--- src/rtl/utf8cpd_pkg.sv ---
package utf8cpd_pkg;

   // Field widths of the stream words.
   localparam int unsigned BYTE_W      = 8;
   localparam int unsigned CP_W        = 27;
   localparam int unsigned CNT_OUT_W   = 16;
   localparam int unsigned CSR_W       = 16;
   localparam int unsigned LEFT_W      = 3;

   // Result word layout: code_point in the low bits, char_count above it,
   // zero padded to a whole number of bytes.
   localparam int unsigned RSP_CP_LSB  = 0;
   localparam int unsigned RSP_CNT_LSB = CP_W;
   localparam int unsigned RSP_USED_W  = CP_W + CNT_OUT_W;
   localparam int unsigned RSP_TDATA_W = ((RSP_USED_W + 7) / 8) * 8;
   localparam int unsigned RSP_PAD_W   = RSP_TDATA_W - RSP_USED_W;

   // Lead byte classification masks and patterns.
   localparam logic [BYTE_W-1:0] ASCII_MASK  = 8'h80;
   localparam logic [BYTE_W-1:0] LEAD2_MASK  = 8'hE0;
   localparam logic [BYTE_W-1:0] LEAD2_PAT   = 8'hC0;
   localparam logic [BYTE_W-1:0] LEAD3_MASK  = 8'hF0;
   localparam logic [BYTE_W-1:0] LEAD3_PAT   = 8'hE0;
   localparam logic [BYTE_W-1:0] LEAD4_MASK  = 8'hF8;
   localparam logic [BYTE_W-1:0] LEAD4_PAT   = 8'hF0;

   // Continuation counts left after each kind of lead byte.
   localparam logic [LEFT_W-1:0] LEFT_LEAD2  = 3'd1;
   localparam logic [LEFT_W-1:0] LEFT_LEAD3  = 3'd2;
   localparam logic [LEFT_W-1:0] LEFT_LEAD4  = 3'd3;
   localparam logic [LEFT_W-1:0] LEFT_LEAD5  = 3'd4;

   // Payload masks.
   localparam logic [BYTE_W-1:0] CONT_MASK   = 8'h3F;
   localparam logic [BYTE_W-1:0] LEAD2_PAY   = 8'h1F;
   localparam logic [BYTE_W-1:0] LEAD3_PAY   = 8'h0F;
   localparam logic [BYTE_W-1:0] LEAD4_PAY   = 8'h07;
   localparam logic [BYTE_W-1:0] LEAD5_PAY   = 8'h03;

endpackage

--- src/rtl/utf8_code_point_decoder_core.sv ---
// A result word appears on rsp_ in the cycle after the byte that completes it is taken.
// Throughput: one byte per cycle; the single output register sets this, and a byte is
// taken whenever that register is empty or is being drained in the same cycle.
// Reset (synchronous, active high) clears the decode state, the character limit and the
// output valid flag; the block takes bytes in the first cycle after reset.
module utf8_code_point_decoder_core #(
   parameter int unsigned COUNT_BITS = 16
) (
   input  logic                                  clock,
   input  logic                                  reset,
   // Configuration: most code points per string, zero means no limit.
   input  logic                                  csr_wr_en,
   input  logic [utf8cpd_pkg::CSR_W-1:0]         csr_wr_data,
   // Input bytes.
   input  logic                                  req_tvalid,
   output logic                                  req_tready,
   input  logic [utf8cpd_pkg::BYTE_W-1:0]        req_tdata,   // [7:0] in_byte
   input  logic                                  req_tlast,   // end_of_string
   // Result words.
   output logic                                  rsp_tvalid,
   input  logic                                  rsp_tready,
   output logic [utf8cpd_pkg::RSP_TDATA_W-1:0]   rsp_tdata,   // [26:0] code_point,
                                                              // [42:27] char_count, zeros above
   output logic                                  rsp_tuser,   // has_char
   output logic                                  rsp_tlast    // is_last
);

   // The limit compare runs at the wider of the counter and the register.
   localparam int unsigned CMP_W = (COUNT_BITS > utf8cpd_pkg::CSR_W) ?
                                   COUNT_BITS : utf8cpd_pkg::CSR_W;
   localparam int unsigned OUT_W = (COUNT_BITS > utf8cpd_pkg::CNT_OUT_W) ?
                                   COUNT_BITS : utf8cpd_pkg::CNT_OUT_W;

   // Decode state for the string in progress.
   logic [utf8cpd_pkg::LEFT_W-1:0]    left_ff, left_in;
   logic [utf8cpd_pkg::CP_W-1:0]      acc_ff, acc_in;
   logic [COUNT_BITS-1:0]             count_ff, count_in;
   logic                              halted_ff, halted_in;
   logic [utf8cpd_pkg::CSR_W-1:0]     max_chars_ff;

   // Output register.
   logic                              rsp_valid_ff;
   logic [utf8cpd_pkg::CP_W-1:0]      rsp_cp_ff, rsp_cp_in;
   logic [utf8cpd_pkg::CNT_OUT_W-1:0] rsp_cnt_ff, rsp_cnt_in;
   logic                              rsp_has_ff, rsp_last_ff;

   logic                              take;
   logic                              have;
   logic                              emit;
   logic                              limit_hit;
   logic [CMP_W-1:0]                  count_cmp;
   logic [CMP_W-1:0]                  max_cmp;
   logic [OUT_W-1:0]                  count_out;
   logic [utf8cpd_pkg::BYTE_W-1:0]    b;

   // A byte is taken when the output register is free now or frees this cycle.
   assign req_tready = !rsp_valid_ff || rsp_tready;
   assign take       = req_tvalid && req_tready;
   assign b          = req_tdata;

   assign count_cmp = CMP_W'(count_ff);
   assign max_cmp   = CMP_W'(max_chars_ff);
   assign limit_hit = (max_chars_ff != '0) && (count_cmp >= max_cmp);

   // Byte decode. A lead byte is due when no continuation bytes are pending; the
   // limit is checked only there, so the limit never cuts off a sequence in flight.
   always_comb begin
      left_in   = left_ff;
      acc_in    = acc_ff;
      halted_in = halted_ff;
      have      = 1'b0;
      rsp_cp_in = '0;
      if (!halted_ff) begin
         if (left_ff == '0) begin
            if (limit_hit) begin
               halted_in = 1'b1;
            end else if ((b & utf8cpd_pkg::ASCII_MASK) == '0) begin
               have      = 1'b1;
               rsp_cp_in = utf8cpd_pkg::CP_W'(b);
            end else if ((b & utf8cpd_pkg::LEAD2_MASK) == utf8cpd_pkg::LEAD2_PAT) begin
               left_in = utf8cpd_pkg::LEFT_LEAD2;
               acc_in  = utf8cpd_pkg::CP_W'(b & utf8cpd_pkg::LEAD2_PAY);
            end else if ((b & utf8cpd_pkg::LEAD3_MASK) == utf8cpd_pkg::LEAD3_PAT) begin
               left_in = utf8cpd_pkg::LEFT_LEAD3;
               acc_in  = utf8cpd_pkg::CP_W'(b & utf8cpd_pkg::LEAD3_PAY);
            end else if ((b & utf8cpd_pkg::LEAD4_MASK) == utf8cpd_pkg::LEAD4_PAT) begin
               left_in = utf8cpd_pkg::LEFT_LEAD4;
               acc_in  = utf8cpd_pkg::CP_W'(b & utf8cpd_pkg::LEAD4_PAY);
            end else begin
               // Stray continuation bytes and 11111xxx start a five-byte sequence.
               left_in = utf8cpd_pkg::LEFT_LEAD5;
               acc_in  = utf8cpd_pkg::CP_W'(b & utf8cpd_pkg::LEAD5_PAY);
            end
         end else begin
            // Continuation bytes contribute their low six bits; the top bits
            // are not checked. The oldest bits fall off the top.
            acc_in  = {acc_ff[utf8cpd_pkg::CP_W-7:0], b[5:0]};
            left_in = left_ff - 1'b1;
            if (left_ff == utf8cpd_pkg::LEFT_W'(1)) begin
               have      = 1'b1;
               rsp_cp_in = acc_in;
            end
         end
      end
   end

   // The emitted count saturates at its full range.
   always_comb begin
      count_in = count_ff;
      if (have && (count_ff != '1)) begin
         count_in = count_ff + 1'b1;
      end
   end

   // The reported count saturates at the width of the result field.
   assign count_out  = OUT_W'(count_in);
   assign rsp_cnt_in = (count_out > OUT_W'({utf8cpd_pkg::CNT_OUT_W{1'b1}})) ?
                       '1 : count_out[utf8cpd_pkg::CNT_OUT_W-1:0];

   // Every completed code point gives a word, and so does the last byte of a string.
   assign emit = have || req_tlast;

   always_ff @(posedge clock) begin
      if (reset) begin
         left_ff      <= '0;
         acc_ff       <= '0;
         count_ff     <= '0;
         halted_ff    <= 1'b0;
         max_chars_ff <= '0;
         rsp_valid_ff <= 1'b0;
      end else begin
         if (csr_wr_en) begin
            max_chars_ff <= csr_wr_data;
         end
         if (take) begin
            if (req_tlast) begin
               // The end of a string drops any partial sequence and clears the count and the halt.
               left_ff   <= '0;
               acc_ff    <= '0;
               count_ff  <= '0;
               halted_ff <= 1'b0;
            end else begin
               left_ff   <= left_in;
               acc_ff    <= acc_in;
               count_ff  <= count_in;
               halted_ff <= halted_in;
            end
            rsp_valid_ff <= emit;
         end else if (rsp_tready) begin
            rsp_valid_ff <= 1'b0;
         end
      end
   end

   // Result payload; loaded only with a word that is going out.
   always_ff @(posedge clock) begin
      if (take && emit) begin
         rsp_cp_ff   <= rsp_cp_in;
         rsp_cnt_ff  <= rsp_cnt_in;
         rsp_has_ff  <= have;
         rsp_last_ff <= req_tlast;
      end
   end

   assign rsp_tvalid = rsp_valid_ff;
   assign rsp_tdata  = {{utf8cpd_pkg::RSP_PAD_W{1'b0}}, rsp_cnt_ff, rsp_cp_ff};
   assign rsp_tuser  = rsp_has_ff;
   assign rsp_tlast  = rsp_last_ff;

endmodule

--- config.mk ---
export PLATFORM = sky130hd
export DESIGN_NAME = utf8_code_point_decoder_core
export DESIGN_NICKNAME = d
export VERILOG_FILES = /design/src/rtl/utf8cpd_pkg.sv /design/src/rtl/utf8_code_point_decoder_core.sv
export SDC_FILE = /design/constraint.sdc
export NUM_CORES = 1
export LEC_CHECK = 0
export CORE_AREA = 2 2 81 122
export CTS_BUF_LIST = sky130_fd_sc_hd__clkbuf_8 sky130_fd_sc_hd__clkbuf_16
export DETAILED_ROUTE_END_ITERATION = 16
export DIE_AREA = 0 0 83 124
export DONT_BUFFER_PORTS = 1
export PLACE_DENSITY = 0.76
export SYNTH_ARGS = -nofsm -noshare
export SYNTH_HDL_FRONTEND = slang
export SYNTH_SLANG_ARGS = --single-unit
--- constraint.sdc ---
create_clock -name clock -period 9.5 [get_ports clock]
set_input_delay 1.425 -clock clock [delete_from_list [all_inputs] [get_ports clock]]
set_output_delay 1.425 -clock clock [all_outputs]
set_load 0.02 [all_outputs]
==> results of run 1 <==
layout by cell type (no fill, tap or decap), drive strengths merged, types with 4 or more instances in the layout:
cell,count
nand2b,4
inv,28
nor2,31
nand3,11
xnor2,10
edfxtp,45
a31oi,16
a21oi,19
nand4,8
o21a,4
nor4,5
o211ai,13
nor3,5
clkbuf,10
dfxtp,58
or4,12
o21ai,8
and2,29
nand2,36
mux2i,16
xor2,4
conb,5
a22o,20
and3,4
ha,20
layer usage:
layer | GRT usage | share of wire
met1 | 0.2346 | 0.41
met2 | 0.3775 | 0.51
met3 | 0.04440 | 0.050
met4 | 0.09631 | 0.028
met5 | 0 | 0
through the flow:
stage	utilization	area, µm²	instances
after global placement	0.5444	5009	554
after global routing	0.5757	5296	570
after detailed placement	0.5444	5009	554
after CTS	0.5757	5296	570
final	0.5757	5296	570
after floorplan	-	4984	466
registers in the layout (all words and copies together), names as in the netlist:
name,count
acc_ff,21
count_cmp,16
halted_ff,1
left_ff,3
max_chars_ff,16
rsp_cnt_ff,16
rsp_cp_ff,27
rsp_tlast,1
rsp_tuser,1
rsp_tvalid,1
power by group through the flow:
stage | clock, µW | sequential, µW | combinational (µW)
3_5_place_dp | 0 | 522 | 73.0
4_1_cts | 356 | 512 | 73.7
5_1_grt | 371 | 513 | 80.9
6_report | 350 | 511 | 73.4
3_3_place_gp | 0 | 521 | 70.0
2_1_floorplan | 0 | 519 | 68.3
how the worst max path moves through the flow:
stage                               from                          end  cells after the start
6_report       count_cmp[0]$_SDFFE_PP0P_      rsp_cnt_ff[5]$_DFFE_PP_                      9
5_1_grt        count_cmp[9]$_SDFFE_PP0P_      rsp_cnt_ff[6]$_DFFE_PP_                      8
4_1_cts                       rsp_tready  rsp_cp_ff[21]$_SDFFCE_PP0P_                      4
3_5_place_dp                  rsp_tready  rsp_cp_ff[18]$_SDFFCE_PP0P_                      4
3_3_place_gp                  rsp_tready  rsp_cp_ff[24]$_SDFFCE_PP0P_                      4
2_1_floorplan               req_tdata[7]      rsp_cnt_ff[0]$_DFFE_PP_                      4
logic make-up (layout without fill, tap and decap cells):
kind of cell	count (synthesis)	after routing	synth area share
AO/OA/AOI/OAI	99	99	0.1594
XOR/XNOR	14	14	0.02468
adder cells (fa/ha/maj)	20	20	0.05037
buffers and inverters	52	44	0.05213
flip-flops	103	103	0.5057
multiplexers	16	16	0.03223
other	1	5	0.0007548
AND/OR/NAND/NOR	157	157	0.1748
layout make-up:
type                            instances  area (µm²)  area share
Sequential cell                       103        2512      0.4744
Multi-Input combinational cell        311        2240      0.4229
Clock buffer                           10       250.2     0.04725
Tap cell                              112       140.1     0.02646
Inverter                               25       93.84     0.01772
Clock inverter                          6       37.54    0.007087
Timing Repair Buffer                    3       22.52    0.004252
critical path, stage by stage (launching register included):
cell and delay [ns]:
dfxtp_1 0.41, inv_1 0.12, ha_1 0.28, nand2b_4 0.15
a2111oi_4 0.39, o31ai_4 0.16, or3_4 0.40, a21oi_1 0.78
nand3_1 0.19, xnor2_1 0.17
==> results.txt, run 1 <==
* Worst-Margin Slew: between 0.9 and 1 ns
- Vias per Instance: 6.088
- Aggregate negative setup slack: 0 ns
* Worst slew margin relative to its limit: 0.3422
- Synthesized netlist cell count: around 460
- Post-detailed-routing wire length: roughly 10 mm
* Starting utilization of the core area: 0.5401
- The analysis attributes to cell leakage a power of 0.001936 µW.
- The core region is 9200 µm².
- The count of buffers added on input and output ports is 0.
- Hpwl dp: 7.488 mm
- Of the post-synthesis cell area, the dominant cell type holds 0.2720.
* Synth area leader: edfxtp_1
* Pre-CTS setup slack: 5.837 ns
- Post-synthesis cell area: 4969 µm²
- Summing over every cut layer, the via total after detailed routing is between 3000 and 4000.
* Per-cell routed wire length: 18.28 µm
- After floorplanning, the core was divided into between 40 and 50 placement rows.
* Length of the first detailed-routing pass in iterations: 5
- The initial antenna violation count came to 0.
* Gpl congestion: 0.9414
- Insertion delay of the later-clocked pin in the worst-skew pair: 0.34 ns
- Counting distinct cell types in the post-synthesis netlist gives 57.
* FFs w/ async S/R, synth: 0
- Cell internal power was estimated by the tool at 701.0 µW.
* Worst path arrival time: 3.39 ns
- After filler insertion, the fill cell instance count of the layout stands at approximately 760.
- Antenna-violating nets left: 0
* Peak fanout along the critical path: 11
* Register bit count reported by yosys: roughly 100
- The tree is rooted in a clkbuf_16.
* Die X: ~83 µm
* Die Ht: around 120 µm
* Count of flip-flops with a built-in enable after synthesis: between 40 and 50
* Post-Route Skew: 0.006496 ns
- The Yosys step of the flow raised 0 warnings.
* Ratio of final minimum period to clock period: 0.3470
- Of the total power, combinational logic draws 0.079.
- STA classifies the critical path startpoint as a register.
- Nets: slightly above 500
* Hold slack: 0.4714 ns
* Area of the die: around 10000 µm²
- Startpoint of the lowest-slack register-to-register path: count_cmp[0]$_SDFFE_PP0P_
* Worst reg2reg path endpoint: rsp_cnt_ff[5]$_DFFE_PP_
- Worst Hold Depth: 1
* Post-cts hold buffer count: 0
* Number of gates resized after cts: 0
* Worst setup slack for register-to-register paths: 6.20 ns
- The run finished with clean final reports.
- Power density over the cells: 176.5 nW/µm²
- Compared with the post-synthesis result, the final layout area differs by 6.598%.
- By area the synthesized netlist is led by edfxtp_1, dfxtp_1, ha_1, and2_1, a22o_1.
- Wire length of the first global-routing pass: about 17 mm
- In this run the count of I/O pins placed on the die edge is just over 80.
* Crit path capture type: register
* Setup Buffers After CTS: 0
- The worst path meets setup with 6.203 ns of slack.
* Starting DRC count in detailed routing: ~190
- # H-tree levels: 3
- Tot GR Track Use: 0.2082
* Launch point of the worst hold path: acc_ff[15]$_SDFFE_PP0P_
- Proportion of synthesized chip area in sequential cells: 0.5057
* Pwr Total: 934.6 µW
- Switching power: 233.6 µW
- Critical path required time: 9.59 ns
- Subtracting the final worst setup slack from the clock period gives ~3.3 ns.
* Count of final hold-check violations: 0
- The number of cells on the worst reg-to-reg path is 9.
* Clock Sinks: 103
- The critical path in this run is classified as reg2reg.
- The number of global-route vias before repair is 3451.
- 0 antenna diodes ended up in the layout.
* Maximum number of pins on one net before global-route repair: 43
* Worst hold path class: reg2reg
- Setup violations remaining at the end of the flow were counted as 0.
- # DRC: 0
* Endpoint of the worst hold-timing path: acc_ff[15]$_SDFFE_PP0P_
* TritonCTS buffer count: 9
- The max-slew violation total from the final report came to 0.
- Yosys instantiated no cell more often than dfxtp_1.
* Clock-pin transition on the worst setup and hold timing paths: 0.07 ns
- Predominant post-synthesis flop cell: dfxtp_1
- Across the VDD grid, the largest voltage drop is 0.1371 mV.
- Layout cells sized above 1: 0.08515
- Most numerous cell types in the synthesized netlist: dfxtp_1, edfxtp_1, nand2_1
- TritonCTS clock tree: yes
- After global routing the overflow that remains totals 0.
- The tool flagged a number of max-cap violations equal to 0.
- Highest achievable clock rate: 0.3033 GHz
* Number of buffers between clock root and the deepest sink: 2
- Relative contribution of sequential cells to total power: 0.547
* Mapped Avg Cell Area: approximately 11 µm²
- The share of total power dissipated in the clock network is 0.375.
- Of the total power, the share spent switching nets is 0.2499.
- Unrepaired setup endpoints after global routing: false
No activity file was read; power rests on OpenSTA's default activity.
==> run 2: changes to the inputs <==
- ABC_AREA: not set -> 1
- CORE_AREA: 2 2 81 122 -> 2 2 82 123
- DIE_AREA: 0 0 83 124 -> 0 0 84 125
- PLACE_DENSITY: 0.76 -> 0.78
- clock period: 9.5 -> 2.68 ns (I/O delays scaled with it)
==> run 2 against run 1 <==
Compared with the run above:
- critical endpoint is now rsp_cnt_ff[0]$_DFFE_PP_
- clock power rose to 3.9 times the previous value
- power rose to 4.1 times the previous value
- critical path type unchanged
- maximum frequency grew 33%
- synthesized area up 1.2%
- register-to-register slack got worse by 6.0 ns
==> results.txt, run 2 <==
- For this design, the sink count on the clock tree is 103.
- The initial utilization of the core area, before any placement, comes to 0.5281.
- The global routing stage identified its most utilized layer as met2.
- Die X: 84 µm
- For this design the static power due to leakage is 0.002347 µW.
- Tot GR Track Use: 0.2134
* Largest incremental delay on the critical path: between 0.3 and 0.4 ns
- Vias per Instance: 5.401
* Worst vdd rail ir drop: approximately 0.43 mV
- The number of global-route vias before repair was 3815.
* Largest cells by area after synthesis: edfxtp_1, dfxtp_1, nand2_1, nor2_1, inv_1
- Unrepaired setup endpoints after global routing: false
* Starting DRC count in detailed routing: 200
* Number of antenna violations at the first check in global routing: 0
- TritonCTS clock tree: yes
* Boundary Pins: 82
- Launch point of the worst hold path: reset
* Antenna diode instance count: 0
* Cell mode on critical path: nand2_1
- Global routing finished with a remaining overflow of 0.
* Predominant post-synthesis flop cell: dfxtp_1
- Die Ht: 125 µm
- Insertion delay of the later-clocked pin in the worst-skew pair: 0.35 ns
- Ranked by flip-flop count, first place goes to rsp_cp_ff.
* # H-tree levels: 3
- Synth area leader: edfxtp_1
- Setup violators final: 0
- The region available for standard cell placement spans approximately 9500 µm².
- Together, buffers and inverters on the worst path number 5.
- Length of the first detailed-routing pass in iterations: 4
- Post-synthesis cell area: 5030 µm²
- For this run, design rule violations remaining after detail routing come to 0.
- Clock-pin slew was measured on the worst setup and hold paths at 0.07 ns.
* Worst setup SP type: register
- The tool flagged a number of max-cap violations equal to 0.
- The register with the most flip-flops in the layout has 27 of them.
- Subtracting the final worst setup slack from the clock period gives 2.475 ns.
- Layout cells sized above 1: 0.1063
* Registers with the most flip-flops: rsp_cp_ff x27, acc_ff x21
- Per-cell routed wire length: 15.54 µm
- After detailed routing, the total wire length is 11.44 mm.
- The number of endpoints with negative hold slack in the final report came to 0.
- The share of synthesized area in the top cell type comes to 0.2687.
* Ratio of final minimum period to clock period: 0.9237
- Count of flip-flops with a built-in enable after synthesis: 45
* Root buffer selected by CTS: clkbuf_16
- Gpl congestion: 0.9219
* Critical path required time: 2.78 ns
- Input and output buffers added on the ports amount to 0.
* Number of cell instances on the worst register-to-register path: 19
- Power density over the cells: 691.4 nW/µm²
- Along the worst path, the maximum fanout reaches 9.
- Family with the most delay on the worst path: simple AND/OR/NAND/NOR gates
- Area delta synth->final: 10.70%
- The first global-routing pass estimated between 15 and 20 mm of wire.
- The path with the worst hold slack has its endpoint at acc_ff[18]$_SDFFE_PP0P_.
- Pins Over Slew Limit: 0
- Most frequent cells in the layout: nand2_1, nor2_1, inv_1, dfxtp_1, edfxtp_1
- Maximum number of pins on one net before global-route repair: 49
- For this run, the register share of the synthesized area comes to 0.4995.
- Worst slew margin relative to its limit: 0.2380
- Synthesis instantiated 36 different standard cells from the library.
* Antenna-violating nets left: 0
- During synthesis, Yosys emitted a total of 0 warnings.
- Fraction of met1 tracks used by global routing: 0.2019
- Worst-Margin Slew: 1.139 ns
- Classification of the worst setup path: reg2reg
- Utilization after layout: 0.5846
- After synthesis, the most frequently instantiated cells are nand2_1, nor2_1, inv_1.
* Post-Route Skew: about 0.0096 ns
* Fraction of met3 tracks used by global routing: 0.03762
- After synthesis, the share of flip-flops with an asynchronous set or reset is 0.
- The wire-length estimate of the detail-placed layout is 7.983 mm.
- Result of the run: completed
* Pwr Total: 3850 µW
- The number of hold buffers added after CTS was 0.
- Data on the critical path arrives at its endpoint at 2.58 ns.
- A synthesized cell averages 8.179 µm².
* Startpoint of the lowest-slack register-to-register path: max_chars_ff[1]$_SDFFE_PP0P_
- Total vias in the final route: between 3000 and 4000
* Met2 usage in global routing: 0.4122
- Area of the die: 10500 µm²
- Along the worst hold path, the cell count comes to 1.
* Aggregate negative setup slack: 0 ns
* TritonCTS buffer count: 9
* Most common cell in the synthesized netlist: nand2_1
- The tightest min-delay check is of the in2reg type.
* Crit path capture type: register
- Synthesized netlist cell count: between 600 and 700
- The floorplan has 44 rows.
- Counting flops and latches in the post-synthesis netlist gives 103.
- Leaving out fill and tap cells, the most frequent cell in the layout is nand2_1.
* Nets: 666
* Worst reg2reg path endpoint: rsp_cnt_ff[0]$_DFFE_PP_
- Worst setup slack for register-to-register paths: 0.20 ns
- In this run the deepest clock path goes through 2 buffers.
* Critical Path, Cell by Cell: inv_1 > ha_1 > nand2_1 > nor2_1 > nor2_1 > nand2_1 > nand2_1 > nand2_1 > nand2_1 > nand2_1 > nand2_1 > nand2_1 > nand2_2 > nand2_4 > inv_4 > o21ai_4 > clkinvlp_4 > buf_12 > buf_4
* Library cell contributing the largest single delay on the critical path: dfxtp_1
- Based on the critical path, the design can be clocked at up to 0.4040 GHz.
-- run 2: how the worst max path moves through the flow --
stage,startpoint,endpoint,slack (ns),depth (start not counted)
6_report,max_chars_ff[1]$_SDFFE_PP0P_,rsp_cnt_ff[0]$_DFFE_PP_,0.20,19
2_1_floorplan,max_chars_ff[1]$_SDFFE_PP0P_,rsp_cnt_ff[0]$_DFFE_PP_,0.001,18
3_3_place_gp,count_cmp[0]$_SDFFE_PP0P_,rsp_cnt_ff[2]$_DFFE_PP_,0.19,18
4_1_cts,count_cmp[3]$_SDFFE_PP0P_,rsp_cnt_ff[0]$_DFFE_PP_,0.12,17
3_5_place_dp,count_cmp[3]$_SDFFE_PP0P_,rsp_cp_ff[24]$_SDFFCE_PP0P_,0.15,17
5_1_grt,max_chars_ff[3]$_SDFFE_PP0P_,rsp_cnt_ff[3]$_DFFE_PP_,0.02,19
-- run 2: worst reg2reg max path, delay by kind of cell, from the launching register on --
| family | cells | cell delay, ns |
|---|---|---|
| buffers and inverters | 5 | 0.56 |
| and+or+nand+nor | 12 | 0.89 |
| AOI/OAI and AO/OA | 1 | 0.17 |
| DFF | 1 | 0.33 |
| adders and majority gates | 1 | 0.28 |
-- run 2: cells by family after synthesis --
logic type / count (synthesis) / share of synthesized area
buf+inv: 125 / 0.1042
other cells: 1 / 0.0007456
xor+xnor: 2 / 0.003483
simple gates: 264 / 0.2336
flops: 103 / 0.4995
compound gates: 100 / 0.1087
fa+ha+maj: 20 / 0.04975
-- run 2: routing by layer --
| layer | vias to the layer above | share of wire | wire length (µm) |
|---|---|---|---|
| met5 | - | 0 | 0 |
| met1 | 1836 | 0.36 | 4069 |
| met2 | 107 | 0.56 | 6402 |
| li1 | 1998 | - | - |
| met4 | 0 | 0.051 | 584 |
| met3 | 34 | 0.034 | 384 |
-- run 2: cell type report --
type | count | area, µm²
Timing Repair Buffer | 18 | 211.5
Inverter | 93 | 355.3
Multi-Input combinational cell | 391 | 2027
Tap cell | 115 | 143.9
Clock inverter | 7 | 88.84
Sequential cell | 103 | 2516
Clock buffer | 9 | 225.2
Fill cell | 817 | 3956
-- run 2: what timing repair did --
action | 4_1_cts | 5_1_grt
resized for setup | 0 | 2
endpoints found under the setup margin | 0 | 39
buffers inserted | 0 | 7
-- run 2: per-stage QoR --
step | std cells | hold WS (ns) | instance area (µm²) | setup WS [ns]
global route | 736 | 0.1138 | 5568 | 0.01988
CTS | 727 | 0.1144 | 5446 | 0.1172
detailed placement | 711 | 0.4620 | 5132 | 0.1529
floorplan | 619 | 0.4300 | 5071 | 0.001193
finish | 736 | 0.1283 | 5568 | 0.2046
global placement | 711 | 0.4462 | 5132 | 0.1946
-- run 2: power breakdown --
group | switching (µW) | total, µW | internal (µW)
clock network | 553 | 1360 | 811
registers | 134 | 1920 | 1790
logic | 374 | 566 | 192
total | 1060 | 3850 | 2790
